===== src/hdl/wat_pkg.sv =====
// Shared types and constants for the waypoint arrival tracker.
`default_nettype none
package wat_pkg;
	localparam int CW = 24;
	localparam logic [22:0] RADIUS_ONE = 23'd256;

	typedef enum logic [1:0] {
		MODE_START = 2'd0,
		MODE_LOAD  = 2'd1,
		MODE_POS   = 2'd2,
		MODE_STOP  = 2'd3
	} mode_t;

	localparam logic [2:0] ST_MOVING   = 3'd0;
	localparam logic [2:0] ST_ADVANCED = 3'd1;
	localparam logic [2:0] ST_DONE     = 3'd2;
	localparam logic [2:0] ST_IDLE     = 3'd3;
	localparam logic [2:0] ST_FULL     = 3'd4;

	localparam logic CFG_ENABLE = 1'b0;
	localparam logic CFG_VERT   = 1'b1;

	typedef struct packed {
		logic [1:0]           mode;
		logic signed [CW-1:0] coord_x;
		logic signed [CW-1:0] coord_y;
		logic signed [CW-1:0] coord_z;
		logic [63:0]          target_id;
		logic [2:0]           action_kind;
		logic [22:0]          arrive_radius;
		logic                 path_first;
	} in_item_t;

	typedef struct packed {
		logic [2:0]           status;
		logic [2:0]           active_kind;
		logic [63:0]          active_target;
		logic [3:0]           waypoint_index;
		logic signed [CW-1:0] goal_x;
		logic signed [CW-1:0] goal_y;
		logic signed [CW-1:0] goal_z;
		logic [31:0]          generation;
	} out_item_t;

	// controller -> datapath
	typedef struct packed {
		logic load_diff;  // latch differences
		logic mul_step;   // one multiply step
		logic finish;     // apply result
	} dp_cmd_t;

	typedef struct packed {
		logic need_test;  // sample needs the arrival test
		logic mul_last;
	} dp_sts_t;
endpackage
`default_nettype wire


===== src/hdl/wat_ctrl.sv =====
// Controller sequencing one transaction through the datapath.
`default_nettype none
module wat_ctrl (
	input  wire logic             clk,
	input  wire logic             arst_n,
	input  wire logic             start,
	input  wire wat_pkg::dp_sts_t sts,
	output wat_pkg::dp_cmd_t      cmd,
	output logic                  busy
);
	import wat_pkg::*;
	typedef enum logic [1:0] {S_IDLE, S_DIFF, S_MUL, S_FIN} st_t;
	st_t st_q;

	always_comb begin
		cmd = '0;
		cmd.load_diff = (st_q == S_DIFF);
		cmd.mul_step  = (st_q == S_MUL);
		cmd.finish    = (st_q == S_FIN);
	end
	assign busy = (st_q != S_IDLE);

	always_ff @(posedge clk or negedge arst_n) begin
		if (!arst_n) begin
			st_q <= S_IDLE;
		end else begin
			case (st_q)
				S_IDLE: if (start) st_q <= S_DIFF;
				S_DIFF: st_q <= sts.need_test ? S_MUL : S_FIN;
				S_MUL: if (sts.mul_last) st_q <= S_FIN;
				S_FIN: st_q <= S_IDLE;
				default: st_q <= S_IDLE;
			endcase
		end
	end
endmodule
`default_nettype wire


===== config.mk =====
export PLATFORM = sky130hd
export DESIGN_NAME = wat_ctrl
export DESIGN_NICKNAME = d
export VERILOG_FILES = /design/src/hdl/wat_pkg.sv /design/src/hdl/wat_ctrl.sv
export SDC_FILE = /design/constraint.sdc
export NUM_CORES = 1
export LEC_CHECK = 0
export ABC_AREA = 1
export ABC_CLOCK_PERIOD_IN_PS = 1300
export BUFFER_PORTS_ARGS = -buffer_cell sky130_fd_sc_hd__buf_2
export CAP_MARGIN = 10
export CORE_AREA = 2 2 39 41
export CTS_CLUSTER_DIAMETER = 50
export CTS_CLUSTER_SIZE = 40
export DETAILED_ROUTE_END_ITERATION = 6
export DIE_AREA = 0 0 41 43
export GPL_TIMING_DRIVEN = 0
export SLEW_MARGIN = 20
export SYNTH_ARGS = -nofsm -noshare
export SYNTH_HDL_FRONTEND = slang
export SYNTH_SLANG_ARGS = --single-unit

===== constraint.sdc =====
create_clock -name clk -period 1.3 [get_ports clk]
set_input_delay 0.065 -clock clk [delete_from_list [all_inputs] [get_ports clk]]
set_output_delay 0.065 -clock clk [all_outputs]
set_load 0.005 [all_outputs]

======== Word level (Yosys, flattened, before mapping) ========
Cells that the tools add are included.
operators by class
  equality and inequality tests ........... 5
  muxes and demuxes ....................... 4
  shifts and indexed selects .............. 0
  add/subtract/negate cells ............... 0
  reduce and logical (&&, ||, !) cells .... 3
  divide/modulo/power cells ............... 0
  bitwise operators ....................... 0
  $mul .................................... 0
  order comparisons ....................... 0
operators with widths
  cell                                                                   number
  2-bit case mux with 4 select lines                                     1
  2-bit equality test, second input constant                             2
  2-bit two-way mux                                                      2
  2-bit != test, second input constant                                   2
  2-bit by 1-bit equality test with 1-bit output, second input constant  1
  2-bit logical NOT                                                      1
  2-bit AND reduction                                                    1
  2-bit nonzero test                                                     1
  1-bit two-way mux                                                      1
word-level totals
  output and inout port bits .............. 4
  memory bits (read-only) ................. 0
  memories kept ........................... 0
  bits in writable memories ............... 0
  latch bits .............................. 0
  bits in registers ....................... 2
  input port bits ......................... 5

======== Depth between registers and ports, before layout ========
Gate-level depths: netlist (run 1).
  depth after elaboration ................. 3
  mapped depth ............................ 6
  depth with buffers taken out ............ 6

======== Least setup slack after synthesis (run 1) ========
OpenSTA, ideal clock, no wires.
  path kind ............................... register -> register
  start point ............................. reg st_q[0]
  end point ............................... reg st_q[0]
  cell stages (with the launch flop) ...... 7
  path slack .............................. 0.278 ns
  data required time ...................... 1.183 ns
  setup time .............................. 0.117 ns
  path buffers ............................ 0
  data arrival time ....................... 0.906 ns
  path through ............................ dfrtp_1 -> inv_2 -> ha_1 -> nand2_4 -> nand3_2 -> nand2_1 -> nand2_1
RTL lines
  element                 line            RTL
  start, declared         wat_ctrl.sv:13  st_t st_q;
  start signal, assigned  wat_ctrl.sv:29  S_DIFF: st_q <= sts.need_test ? S_MUL : S_FIN;

======== Final worst setup path (run 1) ========
  start point ............................. reg st_q[1]
  end point ............................... out busy
between the ends
  longest elaborated chain between the ends .. 1
ends and longest elaborated chain
  element             line            RTL
  2-bit nonzero test  wat_ctrl.sv:21  assign busy = (st_q != S_IDLE);
  end, declared       wat_ctrl.sv:9   output logic busy
Every way passes these cells.

==> impl_results.html, run 1 <==
<table>
<tr><th>Metric</th><th>Value</th></tr>
<tr><th colspan="2">Yosys</th></tr>
<tr><td>Count of cell types in the netlist</td><td>9</td></tr>
<tr><td>Library cell occupying the most area in the post-synthesis netlist</td><td>ha_1</td></tr>
<tr><td>Area share of the largest cell type after synthesis</td><td>0.303</td></tr>
<tr><td>Post-Syn Instances</td><td>27</td></tr>
<tr><td>Mean post-synth cell area</td><td>7.65 sq um</td></tr>
<tr><td>Netlist area before placement</td><td>206 sq um</td></tr>
<tr><td>Post-synthesis net count</td><td>37</td></tr>
<tr><td>Part of the Yosys area used for sequential elements</td><td>0.242</td></tr>
<tr><td>Register bit total from synthesis</td><td>2</td></tr>
<tr><td>Largest cells by area after synthesis</td><td>ha_1 (30%), dfrtp_1 (24%), nand2_1 (15%)</td></tr>
<tr><td>Number of synthesis warnings</td><td>0</td></tr>
<tr><th colspan="2">Floorplanning</th></tr>
<tr><td>Core area</td><td>0.00138 sq mm</td></tr>
<tr><td>Die outline area</td><td>0.00176 sq mm</td></tr>
<tr><td>Horizontal die dimension</td><td>around 41 um</td></tr>
<tr><td>Top-Level Pins</td><td>9</td></tr>
<tr><td>Floorplan row count</td><td>14</td></tr>
<tr><td>Effective utilization at floorplan</td><td>0.149</td></tr>
<tr><td>Die Ht</td><td>about 43 um</td></tr>
<tr><th colspan="2">Timing</th></tr>
<tr><td>Actual transition at the worst max-transition pin</td><td>around 0.16 ns</td></tr>
<tr><td>Slew Viols, Final</td><td>0</td></tr>
<tr><td>Final number of hold-violating endpoints</td><td>0</td></tr>
<tr><td>Minimum setup slack in the final design</td><td>roughly 0.14 ns</td></tr>
<tr><td>Final worst-path cycle share</td><td>0.893</td></tr>
<tr><td>RSZ-0062 raised after global routing</td><td>false</td></tr>
<tr><td>Highest attainable clock frequency</td><td>861 MHz</td></tr>
<tr><td>Post-layout min period</td><td>1.16 ns</td></tr>
<tr><td>Sum of negative setup slack</td><td>0 ns</td></tr>
<tr><td>Final number of setup-violating endpoints</td><td>0</td></tr>
<tr><td>Tightest slew margin relative to the limit</td><td>0.893</td></tr>
<tr><td>Clock Skew</td><td>0.000341 ns</td></tr>
<tr><th colspan="2">Global route</th></tr>
<tr><td>Wire length of the first global-routing pass</td><td>517 um</td></tr>
<tr><td>Largest net degree at the start of global routing</td><td>6</td></tr>
<tr><td>Total gr overflow</td><td>0</td></tr>
<tr><td>Vias in the first global route</td><td>between 100 and 150</td></tr>
<tr><td>Initial antenna violation count</td><td>0</td></tr>
<tr><td>Overall fraction of global-route tracks in use</td><td>0.0461</td></tr>
<tr><th colspan="2">Drt</th></tr>
<tr><td>Total iterations of the first detailed-routing run</td><td>2</td></tr>
<tr><td>Mean routed wirelength per cell</td><td>between 5 and 6 um</td></tr>
<tr><td>Vias per cell</td><td>3.38</td></tr>
<tr><td>Number of design rule violations left after detail routing</td><td>0</td></tr>
<tr><td>Count of nets left with antenna violations after detail routing</td><td>0</td></tr>
<tr><td>1st-iter DRT viols</td><td>1</td></tr>
<tr><td>Detailed-route wire length</td><td>304 um</td></tr>
<tr><td>Via count of the routed design</td><td>186</td></tr>
<tr><th colspan="2">Power and ir drop</th></tr>
<tr><td>Worst vdd rail ir drop</td><td>approximately 0.44 mV</td></tr>
<tr><td>Overall power consumption</td><td>0.000619 W</td></tr>
<tr><td>Total leakage power</td><td>0.195 nW</td></tr>
<tr><td>Power density over the cells</td><td>2070 mW/mm^2</td></tr>
<tr><th colspan="2">Placement</th></tr>
<tr><td>Pre-CTS setup slack</td><td>0.182 ns</td></tr>
<tr><td>Port Buffer Count</td><td>8</td></tr>
<tr><td>Cell area after placement</td><td>267 sq um</td></tr>
<tr><td>Half-perimeter wire length after detailed placement</td><td>264 um</td></tr>
<tr><td>Weighted congestion reported at the end of routability-driven placement</td><td>0.590</td></tr>
<tr><th colspan="2">Clock network</th></tr>
<tr><td>TritonCTS Buffers</td><td>3</td></tr>
<tr><td>CTS resizes</td><td>0</td></tr>
<tr><td>Clock latency of the later-clocked register in the worst-skew pair</td><td>between 0.2 and 0.25 ns</td></tr>
<tr><td>CTS tree</td><td>done</td></tr>
<tr><td>Cell at the root of the clock tree</td><td>clkbuf_4</td></tr>
<tr><td>Clock transition at the register clock pins on the worst setup and hold paths after CTS</td><td>0.03 ns</td></tr>
<tr><td>H-tree level count</td><td>1</td></tr>
<tr><td>Sinks on Clock Net</td><td>2</td></tr>
<tr><td>Setup bufs post-CTS</td><td>0</td></tr>
<tr><td>Maximum clock path buffer count</td><td>2</td></tr>
<tr><th colspan="2">Critical path</th></tr>
<tr><td>Critical Path Sink Type</td><td>output pin</td></tr>
<tr><td>Startpoint type of the worst setup path</td><td>flip-flop</td></tr>
<tr><td>WS Path Type</td><td>flip-flop to output pin</td></tr>
<tr><td>Terminus of the critical flop-to-flop path</td><td>st_q[0]</td></tr>
<tr><td>CP Max Fanout</td><td>5</td></tr>
<tr><td>WP data arrival</td><td>1.10 ns</td></tr>
<tr><td>Worst reg2reg setup slack</td><td>0.20 ns</td></tr>
<tr><td>FF-to-FF Start</td><td>st_q[1]</td></tr>
<tr><td>Path depth of the worst reg2reg path</td><td>6</td></tr>
<tr><td>CP required</td><td>1.24 ns</td></tr>
<tr><th colspan="2">Final layout</th></tr>
<tr><td>Flip-flop count of the largest register, all copies and words added</td><td>2</td></tr>
<tr><td># fillers</td><td>between 150 and 200</td></tr>
<tr><td>Regs by FF count</td><td>st_q: 2 flops</td></tr>
<tr><td>Net total in the final layout</td><td>51</td></tr>
<tr><td>Synth-to-Final Area Change</td><td>44.8%</td></tr>
<tr><td>Final standard cell area without fillers</td><td>around 300 sq um</td></tr>
<tr><td>Highest-count cells in the layout ignoring fill and taps</td><td>nand2_1 (8), buf_2 (8), inv_1 (6)</td></tr>
<tr><td>Fraction of layout cells with a size suffix above 1</td><td>0.385</td></tr>
<tr><td>Reg with most FFs</td><td>st_q</td></tr>
<tr><td>ANT cells</td><td>0</td></tr>
<tr><th colspan="2">Min path</th></tr>
<tr><td>Hold crit path type</td><td>input port to asynchronous set/reset pin</td></tr>
<tr><th colspan="2">Flow run</th></tr>
<tr><td>Max-cap violations</td><td>0</td></tr>
<tr><th colspan="2">Run status</th></tr>
<tr><td>Status</td><td>completed</td></tr>
</table>
==> metrics by stage <==
step	hold slack (ns)	std cells	utilization
finish	0.162	55	0.216
floorplan	-0.231	27	-
CTS	0.149	55	0.216
detailed placement	-0.147	51	0.193
global route	0.172	55	0.216
global placement	-0.148	51	0.193
==> how the worst max path moves through the flow <==
stage          startpoint       to
6_report          st_q[1]     busy
5_1_grt           st_q[1]  st_q[1]
4_1_cts           st_q[1]     busy
3_5_place_dp      st_q[1]  st_q[0]
3_3_place_gp      st_q[1]  st_q[0]
2_1_floorplan     st_q[0]  st_q[0]
==> cell usage after synthesis <==
master,instances
dfrtp_1,2
ha_1,5
nand2_4,1
nand3_1,2
nand2_1,8
nand3_2,1
inv_2,1
nand2_2,1
inv_1,6
==> layer usage <==
metal | global-route usage | vias up | routed length, um
met5 | 0 | - | 0
met4 | 0.0400 | 0 | 0
met3 | 0.0314 | 0 | 20
met2 | 0.0531 | 7 | 138
met1 | 0.0545 | 76 | 145
li1 | - | 103 | -
==> kinds of logic after synthesis <==
group,count (synthesis),synth area share
buf+inv,7,0.127
fa+ha+maj,5,0.303
simple gates,13,0.327
flops,2,0.242
==> where the power goes <==
group          switching (W)  internal (W)
Clock              0.0000304      0.000101
Sequential         0.0000415     0.0000984
Combinational       0.000185      0.000163
==> critical path, cell delays in order, from the launching register on <==
cell	delay, ns
dfrtp_1	0.41
inv_1	0.12
ha_1	0.19
inv_1	0.04
buf_2	0.12
==> cell type report <==
type	count	area (sq um)	share of cell area
Timing Repair Buffer	9	50.0	0.167
Tap cell	16	20.0	0.0669
Inverter	7	26.3	0.0879
Sequential cell	2	50.0	0.167
Multi-Input combinational cell	18	130	0.435
Clock buffer	3	22.5	0.0753
==> repair_timing <==
| item | 4_1_cts | 5_1_grt |
|---|---|---|
| hold endpoints to repair | 2 | 0 |
| setup endpoints to repair | 0 | 0 |
| hold buffers | 1 | 0 |
No activity file was read; power rests on OpenSTA's default activity.
==> run 2, diff against run 1 <==
- RECOVER_POWER: default -> 100
==> run 2 against run 1 <==
Sequential share of layout area up 0.14 points. Critical path type unchanged. Sequential cell count unchanged. Largest cell class unchanged. Highest routed layer unchanged. Count of clock-buffer cells in the layout unchanged. Critical path depth unchanged. Combinational power about the same.
==> impl_results.html, run 2 (same netlist as run 1, synthesis figures left out) <==
<table>
<tr><th>Metric</th><th>Value</th></tr>
<tr><th colspan="2">Clock network</th></tr>
<tr><td>Sinks on Clock Net</td><td>2 (unchanged)</td></tr>
<tr><td>Cell at the root of the clock tree</td><td>clkbuf_4 (unchanged)</td></tr>
<tr><td>H-tree level count</td><td>1 (unchanged)</td></tr>
<tr><td>Clock transition at the register clock pins on the worst setup and hold paths after CTS</td><td>0.03 ns (about the same)</td></tr>
<tr><td>TritonCTS Buffers</td><td>3 (unchanged)</td></tr>
<tr><td>CTS resizes</td><td>0 (unchanged)</td></tr>
<tr><td>Clock latency of the later-clocked register in the worst-skew pair</td><td>0.22 ns (about the same)</td></tr>
<tr><td>CTS tree</td><td>done (unchanged)</td></tr>
<tr><td>Maximum clock path buffer count</td><td>2 (unchanged)</td></tr>
<tr><th colspan="2">Timing</th></tr>
<tr><td>Clock Skew</td><td>0.000540 ns (was 0.000341 ns)</td></tr>
<tr><td>Final number of setup-violating endpoints</td><td>0 (unchanged)</td></tr>
<tr><td>Final worst-path cycle share</td><td>0.900 (was 0.893)</td></tr>
<tr><td>Post-layout min period</td><td>1.17 ns (was 1.16 ns)</td></tr>
<tr><td>Highest attainable clock frequency</td><td>855 MHz (was 861 MHz)</td></tr>
<tr><td>Sum of negative setup slack</td><td>0 ns (unchanged)</td></tr>
<tr><td>Tightest slew margin relative to the limit</td><td>0.893 (unchanged)</td></tr>
<tr><td>Slew Viols, Final</td><td>0 (unchanged)</td></tr>
<tr><td>Minimum hold slack</td><td>0.162 ns (about the same)</td></tr>
<tr><td>RSZ-0062 raised after global routing</td><td>false (unchanged)</td></tr>
<tr><td>Minimum setup slack in the final design</td><td>0.130 ns (was 0.139 ns)</td></tr>
<tr><td>Actual transition at the worst max-transition pin</td><td>0.161 ns (about the same)</td></tr>
<tr><td>Final number of hold-violating endpoints</td><td>0 (unchanged)</td></tr>
<tr><th colspan="2">Critical path</th></tr>
<tr><td>WS Path Type</td><td>flip-flop to output pin (unchanged)</td></tr>
<tr><td>WP data arrival</td><td>1.10 ns (about the same)</td></tr>
<tr><td>Critical Path Sink Type</td><td>output pin (unchanged)</td></tr>
<tr><td>Terminus of the critical flop-to-flop path</td><td>st_q[0] (unchanged)</td></tr>
<tr><td>CP Max Fanout</td><td>4 (was 5)</td></tr>
<tr><td>FF-to-FF Start</td><td>st_q[0] (was st_q[1])</td></tr>
<tr><td>Startpoint type of the worst setup path</td><td>flip-flop (unchanged)</td></tr>
<tr><td>Path depth of the worst reg2reg path</td><td>6 (unchanged)</td></tr>
<tr><td>CP required</td><td>1.24 ns (about the same)</td></tr>
<tr><td>Worst reg2reg setup slack</td><td>0.20 ns (about the same)</td></tr>
<tr><th colspan="2">Final layout</th></tr>
<tr><td>Share of the core filled with cells in the final layout</td><td>0.214 (was 0.216)</td></tr>
<tr><td>Net total in the final layout</td><td>51 (unchanged)</td></tr>
<tr><td>Regs by FF count</td><td>st_q: 2 flops (unchanged)</td></tr>
<tr><td>Reg with most FFs</td><td>st_q (unchanged)</td></tr>
<tr><td>Highest-count cells in the layout ignoring fill and taps</td><td>nand2_1 (8), inv_1 (7), buf_2 (6) (was nand2_1 (8), buf_2 (8), inv_1 (6))</td></tr>
<tr><td>Most frequent standard cell in the layout excluding fill and tap cells</td><td>nand2_1</td></tr>
<tr><td>Fraction of layout cells with a size suffix above 1</td><td>0.308 (was 0.385)</td></tr>
<tr><td>ANT cells</td><td>0 (unchanged)</td></tr>
<tr><td>Flip-flop count of the largest register, all copies and words added</td><td>2 (unchanged)</td></tr>
<tr><td>Synth-to-Final Area Change</td><td>43.6% (was 44.8%)</td></tr>
<tr><th colspan="2">Power and ir drop</th></tr>
<tr><td>Worst vdd rail ir drop</td><td>0.443 mV (was 0.444 mV)</td></tr>
<tr><td>Power density over the cells</td><td>2070 mW/mm^2 (about the same)</td></tr>
<tr><td>Total leakage power</td><td>0.190 nW (was 0.195 nW)</td></tr>
<tr><td>Overall power consumption</td><td>0.000614 W (was 0.000619 W)</td></tr>
<tr><th colspan="2">Global route</th></tr>
<tr><td>Overall fraction of global-route tracks in use</td><td>0.0461 (unchanged)</td></tr>
<tr><td>Initial antenna violation count</td><td>0 (unchanged)</td></tr>
<tr><td>Wire length of the first global-routing pass</td><td>517 um (unchanged)</td></tr>
<tr><td>Total gr overflow</td><td>0 (unchanged)</td></tr>
<tr><td>Vias in the first global route</td><td>145 (unchanged)</td></tr>
<tr><td>Largest net degree at the start of global routing</td><td>6 (unchanged)</td></tr>
<tr><th colspan="2">Floorplanning</th></tr>
<tr><td>Top-Level Pins</td><td>9 (unchanged)</td></tr>
<tr><td>Core area</td><td>0.00138 sq mm (unchanged)</td></tr>
<tr><td>Floorplan row count</td><td>14 (unchanged)</td></tr>
<tr><td>Horizontal die dimension</td><td>41 um (unchanged)</td></tr>
<tr><td>Effective utilization at floorplan</td><td>0.149 (unchanged)</td></tr>
<tr><td>Die Ht</td><td>43 um (unchanged)</td></tr>
<tr><td>Die outline area</td><td>0.00176 sq mm (unchanged)</td></tr>
<tr><th colspan="2">Drt</th></tr>
<tr><td>1st-iter DRT viols</td><td>1 (unchanged)</td></tr>
<tr><td>Total iterations of the first detailed-routing run</td><td>2 (unchanged)</td></tr>
<tr><td>Mean routed wirelength per cell</td><td>5.58 um (was 5.53 um)</td></tr>
<tr><td>Via count of the routed design</td><td>186 (unchanged)</td></tr>
<tr><td>Count of nets left with antenna violations after detail routing</td><td>0 (unchanged)</td></tr>
<tr><td>Number of design rule violations left after detail routing</td><td>0 (unchanged)</td></tr>
<tr><td>Detailed-route wire length</td><td>307 um (was 304 um)</td></tr>
<tr><td>Vias per cell</td><td>3.38 (unchanged)</td></tr>
<tr><th colspan="2">Min path</th></tr>
<tr><td>Hold crit path type</td><td>input port to asynchronous set/reset pin (unchanged)</td></tr>
<tr><th colspan="2">Run status</th></tr>
<tr><td>Status</td><td>completed (unchanged)</td></tr>
<tr><th colspan="2">Placement</th></tr>
<tr><td>Pre-CTS setup slack</td><td>0.182 ns (unchanged)</td></tr>
<tr><td>Half-perimeter wire length after detailed placement</td><td>264 um (unchanged)</td></tr>
<tr><td>Weighted congestion reported at the end of routability-driven placement</td><td>0.590 (unchanged)</td></tr>
<tr><td>Port Buffer Count</td><td>8 (unchanged)</td></tr>
<tr><th colspan="2">Flow run</th></tr>
<tr><td>Max-cap violations</td><td>0 (unchanged)</td></tr>
</table>
==> run 2: changes by cell type in the layout (fill, tap and decap cells not counted) <==
cell / before / now
buf_2: 8 / 6
clkbuf_1: 0 / 2
inv_1: 6 / 7
inv_2: 1 / 0
==> run 2: repair_timing <==
item	4_1_cts	5_1_grt
setup buffers	0	0
hold buffers	1	0
hold endpoints to repair	2	0
==> run 2: per-stage QoR <==
stage,cell area [sq um],cells
after floorplan,206,27
after detailed placement,267,51
after global routing,297,55
after CTS,299,55
after global placement,267,51
final,297,55
==> run 2: worst max path at each step <==
stage	cells after the start	from	end	slack (ns)
floorplan	6	st_q[0]	st_q[0]	0.28
global placement	6	st_q[1]	st_q[0]	0.18
detailed placement	6	st_q[1]	st_q[0]	0.18
CTS	4	st_q[1]	busy	0.11
global route	4	st_q[0]	busy	0.06
finish	4	st_q[0]	busy	0.13
==> run 2: cell type report <==
class                   instances  area, sq um
clock buffers                   3         22.5
fillers                       172         1090
inverters                       7         26.3
multi-input cells              18          130
flip-flops and latches          2         50.0
well taps                      16         20.0
repair buffers                  9         47.5
==> run 2: metal layers <==
| metal | track usage | vias to the layer above | wire [um] |
|---|---|---|---|
| met4 | 0.0400 | 0 | 0 |
| met3 | 0.0314 | 0 | 21 |
| met2 | 0.0531 | 7 | 139 |
| met5 | 0 | - | 0 |
| met1 | 0.0545 | 76 | 145 |
| li1 | - | 103 | - |
==> run 2: critical path: stages (launching register included) <==
cell and delay [ns]:
dfrtp_1 0.40, inv_1 0.13, ha_1 0.20, inv_1 0.04, buf_2 0.12
==> run 2: where the power goes <==
part | leakage [nW] | switching (W) | internal (W)
clock network | 0.0138 | 0.0000302 | 0.000101
registers | 0.0239 | 0.0000386 | 0.0000984
logic | 0.152 | 0.000187 | 0.000158
total | 0.190 | 0.000255 | 0.000358
==> run 3, diff against run 2 <==
- MAX_ROUTING_LAYER: default -> met4
- PLACE_DENSITY: default -> 0.44
- RECOVER_POWER: 100 -> 50
==> run 3 against run 2 <==
Combinational power up 2%. Routed wire length up 15%. Maximum frequency up 0.11%. Sequential cell count unchanged. Hold slack better by 0.0029 ns. Critical path type unchanged.
==> impl_results.html, run 3 (same netlist as run 1, synthesis figures left out) <==
<table>
<tr><th>Metric</th><th>Value</th></tr>
<tr><th colspan="2">Placement</th></tr>
<tr><td>Half-perimeter wire length after detailed placement</td><td>286 um (was 264 um)</td></tr>
<tr><td>Total instance count after detailed placement</td><td>51 (unchanged)</td></tr>
<tr><td>Port Buffer Count</td><td>8 (unchanged)</td></tr>
<tr><td>Cell area after placement</td><td>267 sq um (unchanged)</td></tr>
<tr><td>Weighted congestion reported at the end of routability-driven placement</td><td>0.569 (was 0.590)</td></tr>
<tr><th colspan="2">Timing</th></tr>
<tr><td>Minimum hold slack</td><td>0.165 ns (was 0.162 ns)</td></tr>
<tr><td>RSZ-0062 raised after global routing</td><td>false (unchanged)</td></tr>
<tr><td>Tightest slew margin relative to the limit</td><td>0.892 (was 0.893)</td></tr>
<tr><td>Sum of negative setup slack</td><td>0 ns (unchanged)</td></tr>
<tr><td>Clock Skew</td><td>0.00161 ns (was 0.000540 ns)</td></tr>
<tr><td>Highest attainable clock frequency</td><td>856 MHz (was 855 MHz)</td></tr>
<tr><td>Actual transition at the worst max-transition pin</td><td>0.161 ns (about the same)</td></tr>
<tr><td>Post-layout min period</td><td>1.17 ns (about the same)</td></tr>
<tr><td>Final worst-path cycle share</td><td>0.899 (was 0.900)</td></tr>
<tr><td>Final number of hold-violating endpoints</td><td>0 (unchanged)</td></tr>
<tr><td>Final number of setup-violating endpoints</td><td>0 (unchanged)</td></tr>
<tr><td>Slew Viols, Final</td><td>0 (unchanged)</td></tr>
<tr><th colspan="2">Final layout</th></tr>
<tr><td>Regs by FF count</td><td>st_q: 2 flops (unchanged)</td></tr>
<tr><td>Reg with most FFs</td><td>st_q (unchanged)</td></tr>
<tr><td>Flip-flop count of the largest register, all copies and words added</td><td>2 (unchanged)</td></tr>
<tr><td>Highest-count cells in the layout ignoring fill and taps</td><td>nand2_1 (8), inv_1 (6), ha_1 (5), buf_2 (5) (was nand2_1 (8), inv_1 (7), buf_2 (6))</td></tr>
<tr><td>Most frequent standard cell in the layout excluding fill and tap cells</td><td>nand2_1 (unchanged)</td></tr>
<tr><td>Synth-to-Final Area Change</td><td>43.0% (was 43.6%)</td></tr>
<tr><td>Final standard cell area without fillers</td><td>295 sq um (was 297 sq um)</td></tr>
<tr><td># fillers</td><td>161 (was 172)</td></tr>
<tr><td>Net total in the final layout</td><td>51 (unchanged)</td></tr>
<tr><td>ANT cells</td><td>0 (unchanged)</td></tr>
<tr><td>Non-filler cells in the finished layout</td><td>55 (unchanged)</td></tr>
<tr><td>Fraction of layout cells with a size suffix above 1</td><td>0.308 (unchanged)</td></tr>
<tr><th colspan="2">Power and ir drop</th></tr>
<tr><td>Gate power share</td><td>0.561 (was 0.562)</td></tr>
<tr><td>Net switching fraction of the power</td><td>0.428 (was 0.416)</td></tr>
<tr><td>Power density over the cells</td><td>2120 mW/mm^2 (was 2070 mW/mm^2)</td></tr>
<tr><td>Switching power summed over all nets</td><td>0.000268 W (was 0.000255 W)</td></tr>
<tr><td>Sequential fraction of design power</td><td>0.223 (about the same)</td></tr>
<tr><td>Clk network pwr share</td><td>0.216 (was 0.215)</td></tr>
<tr><td>Worst vdd rail ir drop</td><td>0.456 mV (was 0.443 mV)</td></tr>
<tr><td>Total leakage power</td><td>0.185 nW (was 0.190 nW)</td></tr>
<tr><td>Cell internal power dissipation</td><td>0.000358 W (about the same)</td></tr>
<tr><th colspan="2">Clock network</th></tr>
<tr><td>Maximum clock path buffer count</td><td>2 (unchanged)</td></tr>
<tr><td>H-tree level count</td><td>1 (unchanged)</td></tr>
<tr><td>Clock transition at the register clock pins on the worst setup and hold paths after CTS</td><td>0.03 ns (about the same)</td></tr>
<tr><td>CTS tree</td><td>done (unchanged)</td></tr>
<tr><td>Clock latency of the later-clocked register in the worst-skew pair</td><td>0.22 ns (about the same)</td></tr>
<tr><td>TritonCTS Buffers</td><td>3 (unchanged)</td></tr>
<tr><td>Sinks on Clock Net</td><td>2 (unchanged)</td></tr>
<tr><td>Cell at the root of the clock tree</td><td>clkbuf_4 (unchanged)</td></tr>
<tr><th colspan="2">Floorplanning</th></tr>
<tr><td>Effective utilization at floorplan</td><td>0.149 (unchanged)</td></tr>
<tr><td>Horizontal die dimension</td><td>41 um (unchanged)</td></tr>
<tr><td>Core area</td><td>0.00138 sq mm (unchanged)</td></tr>
<tr><td>Die Ht</td><td>43 um (unchanged)</td></tr>
<tr><td>Floorplan row count</td><td>14 (unchanged)</td></tr>
<tr><td>Top-Level Pins</td><td>9 (unchanged)</td></tr>
<tr><td>Die outline area</td><td>0.00176 sq mm (unchanged)</td></tr>
<tr><th colspan="2">Critical path</th></tr>
<tr><td>WP data arrival</td><td>1.10 ns (about the same)</td></tr>
<tr><td>Critical Path Sink Type</td><td>output pin (unchanged)</td></tr>
<tr><td>CP Max Fanout</td><td>5 (was 4)</td></tr>
<tr><td>WS Path Type</td><td>flip-flop to output pin (unchanged)</td></tr>
<tr><td>CP required</td><td>1.24 ns (about the same)</td></tr>
<tr><td>Startpoint type of the worst setup path</td><td>flip-flop (unchanged)</td></tr>
<tr><th colspan="2">Drt</th></tr>
<tr><td>Number of design rule violations left after detail routing</td><td>0 (unchanged)</td></tr>
<tr><td>Via count of the routed design</td><td>183 (was 186)</td></tr>
<tr><td>Routed metal-1 wire length</td><td>158 um (was 145 um)</td></tr>
<tr><td>1st-iter DRT viols</td><td>0 (was 1)</td></tr>
<tr><td>Met3 WL post-DR</td><td>26 um (was 21 um)</td></tr>
<tr><td>Mean routed wirelength per cell</td><td>6.42 um (was 5.58 um)</td></tr>
<tr><td>Vias per cell</td><td>3.33 (was 3.38)</td></tr>
<tr><td>Routed wire length on met2</td><td>168 um (was 139 um)</td></tr>
<tr><td>Total iterations of the first detailed-routing run</td><td>1 (was 2)</td></tr>
<tr><td>Detailed-route wire length</td><td>353 um (was 307 um)</td></tr>
<tr><td>Highest routed layer</td><td>met3 (unchanged)</td></tr>
<tr><td>Count of nets left with antenna violations after detail routing</td><td>0 (unchanged)</td></tr>
<tr><th colspan="2">Flow run</th></tr>
<tr><td>Max-cap violations</td><td>0 (unchanged)</td></tr>
<tr><th colspan="2">Global route</th></tr>
<tr><td>Vias in the first global route</td><td>168 (was 145)</td></tr>
<tr><td>Wire length of the first global-routing pass</td><td>607 um (was 517 um)</td></tr>
<tr><td>Total gr overflow</td><td>0 (unchanged)</td></tr>
<tr><td>Largest net degree at the start of global routing</td><td>6 (unchanged)</td></tr>
<tr><td>Overall fraction of global-route tracks in use</td><td>0.0545 (was 0.0461)</td></tr>
<tr><td>Initial antenna violation count</td><td>0 (unchanged)</td></tr>
<tr><th colspan="2">Min path</th></tr>
<tr><td>Hold crit path type</td><td>input port to asynchronous set/reset pin (unchanged)</td></tr>
<tr><th colspan="2">Run status</th></tr>
<tr><td>Status</td><td>completed (unchanged)</td></tr>
</table>
-- run 3: cell types whose count changed in the layout (fill, tap and decap cells not counted) --
| cell | before | now |
|---|---|---|
| buf_2 | 6 | 5 |
| clkbuf_1 | 2 | 3 |
| inv_1 | 7 | 6 |
| inv_2 | 0 | 1 |
-- run 3: power by group through the flow --
stage          Clock, W  Sequential (W)  Combinational [W]
3_5_place_dp          0        0.000143           0.000365
3_3_place_gp          0        0.000146           0.000358
4_1_cts        0.000145        0.000142           0.000368
6_report       0.000135        0.000140           0.000351
2_1_floorplan         0        0.000132           0.000265
5_1_grt        0.000153        0.000148           0.000409
-- run 3: repair_timing --
| action | CTS | global route |
|---|---|---|
| resized for setup | 0 | 0 |
| buffers inserted | 0 | 0 |
| hold buffers | 1 | 0 |
| hold endpoints to repair | 2 | 0 |
-- run 3: per-stage QoR --
| step | util | power [W] | setup WS [ns] |
|---|---|---|---|
| final | 0.213 | 0.000626 | 0.131 |
| after global routing | 0.213 | 0.000711 | 0.0607 |
| after CTS | 0.216 | 0.000655 | 0.108 |
| after detailed placement | 0.193 | 0.000507 | 0.171 |
| after global placement | 0.193 | 0.000504 | 0.157 |
| after floorplan | - | 0.000396 | 0.278 |
-- run 3: worst paths after layout --
path,endpoint,start,slack (ns),depth (start not counted)
min reg2reg,st_q[0],st_q[0],0.55,2
max in group asynchronous,st_q[1],arst_n,1.01,2
max reg2reg,st_q[0],st_q[1],0.19,6
min,st_q[0],arst_n,0.16,2
min in group clk,st_q[1],sts[0],0.20,5
max,busy,st_q[1],0.13,4
-- run 3: critical path, stage by stage, from the launching register on --
cell and delay, ns:
dfrtp_1 0.41, inv_1 0.12, ha_1 0.19, inv_1 0.04
buf_2 0.12
-- run 3: layer usage --
metal | vias to the layer above | GRT usage
met3 | 0 | 0.0314
met5 | - | -
met1 | 75 | 0.0547
li1 | 103 | -
met2 | 5 | 0.0750
met4 | 0 | 0.0400
-- run 3: layout make-up --
cell class,count,area (sq um),area share
tap,16,20.0,0.0678
timing repair buffer,9,46.3,0.157
multi-input combinational,18,130,0.441
inverter,7,26.3,0.0890
clock buffer,3,22.5,0.0763
sequential,2,50.0,0.169
